==> src/hw/rtl/ed_pkg.sv <==
// ed_pkg: shared types, command codes and small helpers for the edit distance block.
// No dependencies.
package ed_pkg;

  localparam int CHAR_W = 8;
  localparam int DIST_W = 8;
  localparam int CMD_W  = 2;

  typedef logic [CMD_W-1:0]  cmd_t;
  typedef logic [CHAR_W-1:0] char_t;
  typedef logic [DIST_W-1:0] dist_t;

  localparam cmd_t CMD_APPEND = 2'd0;
  localparam cmd_t CMD_CAND   = 2'd1;
  localparam cmd_t CMD_END    = 2'd2;
  localparam cmd_t CMD_CLEAR  = 2'd3;

  localparam dist_t DIST_MAX = 8'hFF;
  localparam dist_t CLOSE_THR_RESET = 8'd2;

  function automatic dist_t sat_inc(input dist_t v);
    return (v == DIST_MAX) ? DIST_MAX : v + 8'd1;
  endfunction

  function automatic dist_t min3(input dist_t a, input dist_t b, input dist_t c);
    dist_t m;
    m = a;
    if (b < m) m = b;
    if (c < m) m = c;
    return m;
  endfunction

endpackage

==> src/hw/rtl/ed_ram.sv <==
// ed_ram: generic simple dual-port RAM, one write and one registered read port.
// No dependencies.
module ed_ram #(
  parameter int WIDTH = 8,
  parameter int DEPTH = 32,
  localparam int AW = (DEPTH > 1) ? $clog2(DEPTH) : 1
) (
  input  logic             clk,
  input  logic             we,
  input  logic [AW-1:0]    waddr,
  input  logic [WIDTH-1:0] wdata,
  input  logic [AW-1:0]    raddr,
  output logic [WIDTH-1:0] rdata
);

  logic [WIDTH-1:0] mem [DEPTH];

  always_ff @(posedge clk) begin
    if (we) begin
      mem[waddr] <= wdata;
    end
    rdata <= mem[raddr];
  end

endmodule

==> src/hw/rtl/edit_distance.sv <==
// edit_distance: Levenshtein distance of a streamed candidate against a stored reference.
// Uses ed_pkg and two ed_ram instances (reference bytes, DP row cells 1..N).
// Throughput: append and clear are taken while idle; a candidate byte with a non-empty reference
// runs one DP cell per cycle through the shared min/compare unit and the row RAM port, with s_tready
// low until its last cell is written; end passes S_ENDR and S_ENDW (which waits for a free output
// register) to the output register, and the result then waits for m_tready.
// Reset (rst, synchronous): empty reference, row k = k, threshold 2, no result pending.
module edit_distance
  import ed_pkg::*;
#(
  parameter int MAX_REF_LEN = 32
) (
  input  logic        clk,
  input  logic        rst,
  input  logic        s_tvalid,
  output logic        s_tready,
  input  logic [7:0]  s_tdata,      // [7:0] char_code
  input  logic [1:0]  s_tuser,      // [1:0] command
  output logic        m_tvalid,
  input  logic        m_tready,
  output logic [15:0] m_tdata,      // [7:0] distance, [8] is_close, [9] overflow, zero fill
  input  logic        cfg_wr_en,
  input  logic [7:0]  cfg_wr_data
);

  localparam int REF_AW = (MAX_REF_LEN > 1) ? $clog2(MAX_REF_LEN) : 1;
  localparam int LEN_W  = $clog2(MAX_REF_LEN + 1);
  localparam int IW     = (LEN_W > 8) ? LEN_W : 9;
  localparam logic [LEN_W-1:0] LEN_MAX = LEN_W'(MAX_REF_LEN);

  localparam logic [1:0] S_IDLE = 2'd0;
  localparam logic [1:0] S_RUN  = 2'd1;
  localparam logic [1:0] S_ENDR = 2'd2;
  localparam logic [1:0] S_ENDW = 2'd3;

  function automatic dist_t init_cell(input logic [LEN_W-1:0] k);
    logic [IW-1:0] kx;
    kx = IW'(k);
    return (kx > IW'(255)) ? DIST_MAX : kx[7:0];
  endfunction

  logic [1:0]             state;
  logic [LEN_W-1:0]       ref_len;
  logic                   ovf;
  dist_t                  cand_len;
  dist_t                  thr;
  logic [MAX_REF_LEN-1:0] row_valid;
  logic [REF_AW-1:0]      ptr;
  logic                   iss;
  logic                   pend;
  logic [REF_AW-1:0]      paddr;
  dist_t                  diag;
  dist_t                  left;
  char_t                  cur_char;
  logic                   row_v_q;
  dist_t                  out_dist;
  logic                   out_close;
  logic                   out_ovf;

  logic              in_fire;
  cmd_t              cmd;
  logic [LEN_W-1:0]  len_m1;
  logic              ref_we;
  logic [REF_AW-1:0] row_raddr;
  char_t             ref_rdata;
  dist_t             row_rdata;
  dist_t             up;
  dist_t             cell_val;
  dist_t             end_dist;
  logic              out_free;
  logic              last_issue;

  assign s_tready   = (state == S_IDLE);
  assign in_fire    = s_tvalid && s_tready;
  assign cmd        = s_tuser;
  assign len_m1     = ref_len - LEN_W'(1);
  assign ref_we     = in_fire && (cmd == CMD_APPEND) && (ref_len < LEN_MAX);
  assign row_raddr  = (state == S_RUN) ? ptr : len_m1[REF_AW-1:0];
  assign last_issue = (LEN_W'(ptr) == len_m1);
  assign out_free   = !m_tvalid || m_tready;

  assign up       = row_v_q ? row_rdata : init_cell(LEN_W'(paddr) + LEN_W'(1));
  assign cell_val = (ref_rdata == cur_char) ? diag : sat_inc(min3(diag, up, left));
  assign end_dist = (ref_len == '0) ? cand_len :
                    (row_v_q ? row_rdata : init_cell(ref_len));

  assign m_tdata = {6'd0, out_ovf, out_close, out_dist};

  ed_ram #(.WIDTH(CHAR_W), .DEPTH(MAX_REF_LEN)) u_ref_ram (
    .clk   (clk),
    .we    (ref_we),
    .waddr (ref_len[REF_AW-1:0]),
    .wdata (s_tdata),
    .raddr (ptr),
    .rdata (ref_rdata)
  );

  ed_ram #(.WIDTH(DIST_W), .DEPTH(MAX_REF_LEN)) u_row_ram (
    .clk   (clk),
    .we    (pend),
    .waddr (paddr),
    .wdata (cell_val),
    .raddr (row_raddr),
    .rdata (row_rdata)
  );

  // datapath registers
  always_ff @(posedge clk) begin
    row_v_q <= row_valid[row_raddr];
    if (in_fire && (cmd == CMD_CAND)) begin
      cur_char <= s_tdata;
      diag     <= cand_len;
      left     <= sat_inc(cand_len);
    end else if (pend) begin
      diag <= up;
      left <= cell_val;
    end
    if (state == S_ENDW && out_free) begin
      out_dist  <= end_dist;
      out_close <= (end_dist < thr);
      out_ovf   <= ovf;
    end
  end

  // control
  always_ff @(posedge clk) begin
    if (rst) begin
      state     <= S_IDLE;
      ref_len   <= '0;
      ovf       <= 1'b0;
      cand_len  <= '0;
      thr       <= CLOSE_THR_RESET;
      row_valid <= '0;
      ptr       <= '0;
      iss       <= 1'b0;
      pend      <= 1'b0;
      paddr     <= '0;
      m_tvalid  <= 1'b0;
    end else begin
      if (cfg_wr_en) begin
        thr <= cfg_wr_data;
      end
      if (m_tvalid && m_tready) begin
        m_tvalid <= 1'b0;
      end
      case (state)
        S_IDLE: begin
          if (in_fire) begin
            case (cmd)
              CMD_APPEND: begin
                if (ref_len < LEN_MAX) begin
                  ref_len <= ref_len + LEN_W'(1);
                end else begin
                  ovf <= 1'b1;
                end
                row_valid <= '0;
                cand_len  <= '0;
              end
              CMD_CAND: begin
                cand_len <= sat_inc(cand_len);
                if (ref_len != '0) begin
                  state <= S_RUN;
                  ptr   <= '0;
                  iss   <= 1'b1;
                end
              end
              CMD_END: begin
                state <= S_ENDR;
              end
              default: begin
                ref_len   <= '0;
                ovf       <= 1'b0;
                row_valid <= '0;
                cand_len  <= '0;
              end
            endcase
          end
        end
        S_RUN: begin
          // issue read of cell ptr; the cell read last cycle is computed and written
          pend  <= iss;
          paddr <= ptr;
          if (iss) begin
            if (last_issue) begin
              iss <= 1'b0;
            end else begin
              ptr <= ptr + REF_AW'(1);
            end
          end
          if (pend) begin
            row_valid[paddr] <= 1'b1;
            if (LEN_W'(paddr) == len_m1) begin
              state <= S_IDLE;
              pend  <= 1'b0;
            end
          end
        end
        S_ENDR: begin
          state <= S_ENDW;
        end
        S_ENDW: begin
          if (out_free) begin
            m_tvalid  <= 1'b1;
            row_valid <= '0;
            cand_len  <= '0;
            state     <= S_IDLE;
          end
        end
        default: begin
          state <= S_IDLE;
        end
      endcase
    end
  end

endmodule

==> config.mk <==
export PLATFORM = sky130hd
export DESIGN_NAME = edit_distance
export DESIGN_NICKNAME = d
export VERILOG_FILES = /design/src/hw/rtl/ed_pkg.sv /design/src/hw/rtl/ed_ram.sv /design/src/hw/rtl/edit_distance.sv
export SDC_FILE = /design/constraint.sdc
export NUM_CORES = 1
export LEC_CHECK = 0
export BUFFER_PORTS_ARGS = -buffer_cell sky130_fd_sc_hd__buf_4
export CORE_UTILIZATION = 35
export CTS_CLUSTER_DIAMETER = 40
export DETAILED_ROUTE_END_ITERATION = 10
export PLACE_DENSITY = 0.54
export SLEW_MARGIN = 10
export SYNTH_ARGS = -nofsm -noshare
export SYNTH_HDL_FRONTEND = slang
export SYNTH_SLANG_ARGS = --single-unit
==> constraint.sdc <==
create_clock -name clk -period 6.4 [get_ports clk]
set_clock_uncertainty 0.05 [all_clocks]
set_input_delay 0.32 -clock clk [delete_from_list [all_inputs] [get_ports clk]]
set_output_delay 0.32 -clock clk [all_outputs]
set_load 0.05 [all_outputs]
==> impl_results.md <==
* Status: finished, final reports clean
* Fill cells at 6668
* GPL Wtd Cong at 0.848
* Clk slew on worst S/H paths at 0.06 ns
* Total global routing overflow at 0
* Worst vdd ir at 0.268 mV
* Asr flop ratio synth at 0%
* DRC at 0
* Final hold violation count at 0
* Yosys reg bits at 633
* Multi-input gate area at 0.00813 mm^2
* MaxCap Viol Count at 0
* Count of flip-flops with a built-in enable after synthesis at 546
* Fin nets at 1750
* Main synth FF type: edfxtp_1
* Minimum clock period at 5.94 ns
* Floorplan row count at 100
* PwrDens at 329 mW/mm^2
* Worst Tran Pin Value at 1.36 ns
* Tot Pwr at 10.4 mW
* Main combinational cell family by area after synthesis: multiplexers
* I/O Pins at 41
* WL final at 64800 um
* ANT cells at 0
* Post-synth top area share at 61.7%
* Post-Syn Area per Cell at 16.7 um^2
* Max Fclk at 168 MHz
* Clock Path Buffers at 3
* CP required at 6.70 ns
* Die ar. at 0.0770 mm^2
* Crit path launch type: flop
* Crit path largest cell delay at 0.43 ns
* Seq/Total Area, Yosys at 68.2%
* Syn Std Cell Area at 0.0266 mm^2
* Die Height at 278 um
* Mux contribution to synthesized area at 16.5%
* Initial antenna violation count at 0
* Placed standard-cell area at 0.0281 mm^2
* Die Width at 278 um
* Most frequent CP cell: ha_1
* Cell area after layout at 0.0315 mm^2
* Ys Warns at 0
* Worst hold path class: primary input to flop
* Largest net degree at the start of global routing at 73
* Compound-Gate Fraction of Synth Area at 4.81%
* Final Util at 42.1%
* WS Path Type: flop to flop
* H-tree depth at 3
* Initial Util at 35.5%
* CTS tree: yes
* Worst path buffer plus inverter count at 5
* Worst skew pair latency at 0.62 ns
* Top Registers: u_ref_ram.mem: 256 flops, u_row_ram.mem: 256 flops, row_valid: 32 flops
* Most area-consuming cells after synthesis: edfxtp_1 62%, mux4_2 13%, dfxtp_1 6.6%, mux2i_1 2.7%, nor2_1 2.0%
* Relative slew slack at 8.45%
* Worst path slowest cell: a21oi_4
* Critical path arrival at 6.24 ns
* Crit. End Element: flop
* Post-synthesis xor/xnor area fraction at 1.29%
* WL per Instance at 23.7 um
* Total track usage at 16.5%
* Final ANT Viol Nets at 0
* Final Cycle Share at 92.8%
* DR iter-0 viols at 1227
* DR vias at 14600
* Final HPWL DP at 39700 um
* Area grow syn2layout at 18.4%
* Placeable Area at 0.0748 mm^2
* First-pass GRT wire length at 94800 um
* Cells after Synth at 1588
* Post-synthesis simple-gate area fraction at 5.49%
* Drt via density at 5.32
* Yosys top cell by area: edfxtp_1
* Adder-cell area share of the yosys netlist at 1.65%
* CP max FO at 22
* Layout cells sized above 1 at 25.3%
* Distinct cells, synth at 74
* Vias in the first global route at 14800
* Family with the most delay on the worst path: compound AO/OA/AOI/OAI gates
* DRT Pass-1 Iters at 5
* Reg area at 0.0181 mm^2
* LEAKAGE at 10.4 nW
* Hold slack at 0.0467 ns
* Slew Limit Fails at 0
* IO buf count at 34
* Aggregate negative setup slack at 0 ns
* CTS sink count at 633
* Final setup viols at 0
* TritonCTS buffer count at 89
* CTS root buf: clkbuf_16
[layout make-up]
type	count	area share (%)
timing repair buffer	88	2.40
sequential	633	57.7
tap	969	3.85
clock buffer	101	7.36
clock inverter	64	2.42
multi-input combinational	838	25.8
inverter	42	0.501
[repair_timing]
item,4_1_cts,5_1_grt
hold buffers,10,0
gates cloned,0,4
hold endpoints to repair,8,0
endpoints found under the setup margin,256,202
buffers inserted,0,2
gates resized for setup,7,8
pin swaps,4,4
[final timing paths]
| path | from | to | slack [ns] | cells past startpoint |
|---|---|---|---|---|
| max | paddr[1] | u_row_ram.mem[18][3] | 0.46 | 26 |
| min | cfg_wr_en | thr[4] | 0.05 | 3 |
| max reg2reg | paddr[1] | u_row_ram.mem[18][3] | 0.46 | 26 |
| min reg2reg | ovf | out_ovf | 0.39 | 0 |
[tightest hold or removal path, stage by stage]
cell	delay (ns)
buf_4	0.18
mux2i_1	0.09
nor2_1	0.08
[metrics by stage]
stage	instances	setup WS, ns
global route	2735	-0.00651
global placement	2551	-0.147
finish	2735	0.463
CTS	2726	-0.00947
floorplan	1593	-0.0920
detailed placement	2551	-0.360
[cell families (layout without fill, tap and decap cells)]
| logic type | count (synthesis) | in the layout |
|---|---|---|
| AOI/OAI and AO/OA | 194 | 198 |
| xor gates and xnor gates | 39 | 39 |
| adders and majority gates | 35 | 35 |
| buffers and inverters | 126 | 295 |
| DFF | 633 | 633 |
| muxes | 244 | 244 |
| other | 1 | 6 |
| and+or+nand+nor | 316 | 316 |
[cells in the mapped netlist, types with 9 or more instances]
cell / count
edfxtp_1: 546
mux4_2: 152
nor2_1: 145
dfxtp_1: 87
nand2_1: 75
a21oi_1: 71
mux2i_1: 71
inv_1: 42
clkbuf_1: 38
ha_1: 35
o21ai_0: 31
buf_2: 29
xor2_1: 22
mux2_2: 20
xnor2_1: 17
nand3_1: 15
a31oi_1: 13
and3_1: 13
o211ai_1: 9
[where the power goes]
part | switching [mW] | total [mW] | internal [mW]
Sequential | 0.0348 | 4.57 | 4.53
Clock | 1.91 | 5.01 | 3.10
Combinational | 0.455 | 0.787 | 0.333
Total | 2.40 | 10.4 | 7.97
[placed cells by master (no fill, tap or decap), types with 9 or more instances in the layout]
cell type,n
a21oi_1,68
a31oi_1,12
and3_1,13
buf_4,71
bufinv_16,11
clkbuf_1,10
clkbuf_16,91
clkinv_2,12
clkinv_4,9
dfxtp_1,85
dlygate4sd3_1,10
edfxtp_1,546
ha_1,35
inv_1,42
inv_6,12
mux2_2,20
mux2i_1,70
mux4_2,152
nand2_1,75
nand3_1,15
nor2_1,144
o211ai_1,9
o21ai_0,27
xnor2_1,17
xor2_1,22
[metal layers]
metal / routed length, um / GRT usage (%)
met1: 28200 / 22.4
met2: 31600 / 26.5
met3: 3140 / 2.94
met4: 1860 / 5.88
met5: 0 / 0
(Power assumes the default switching activity.)
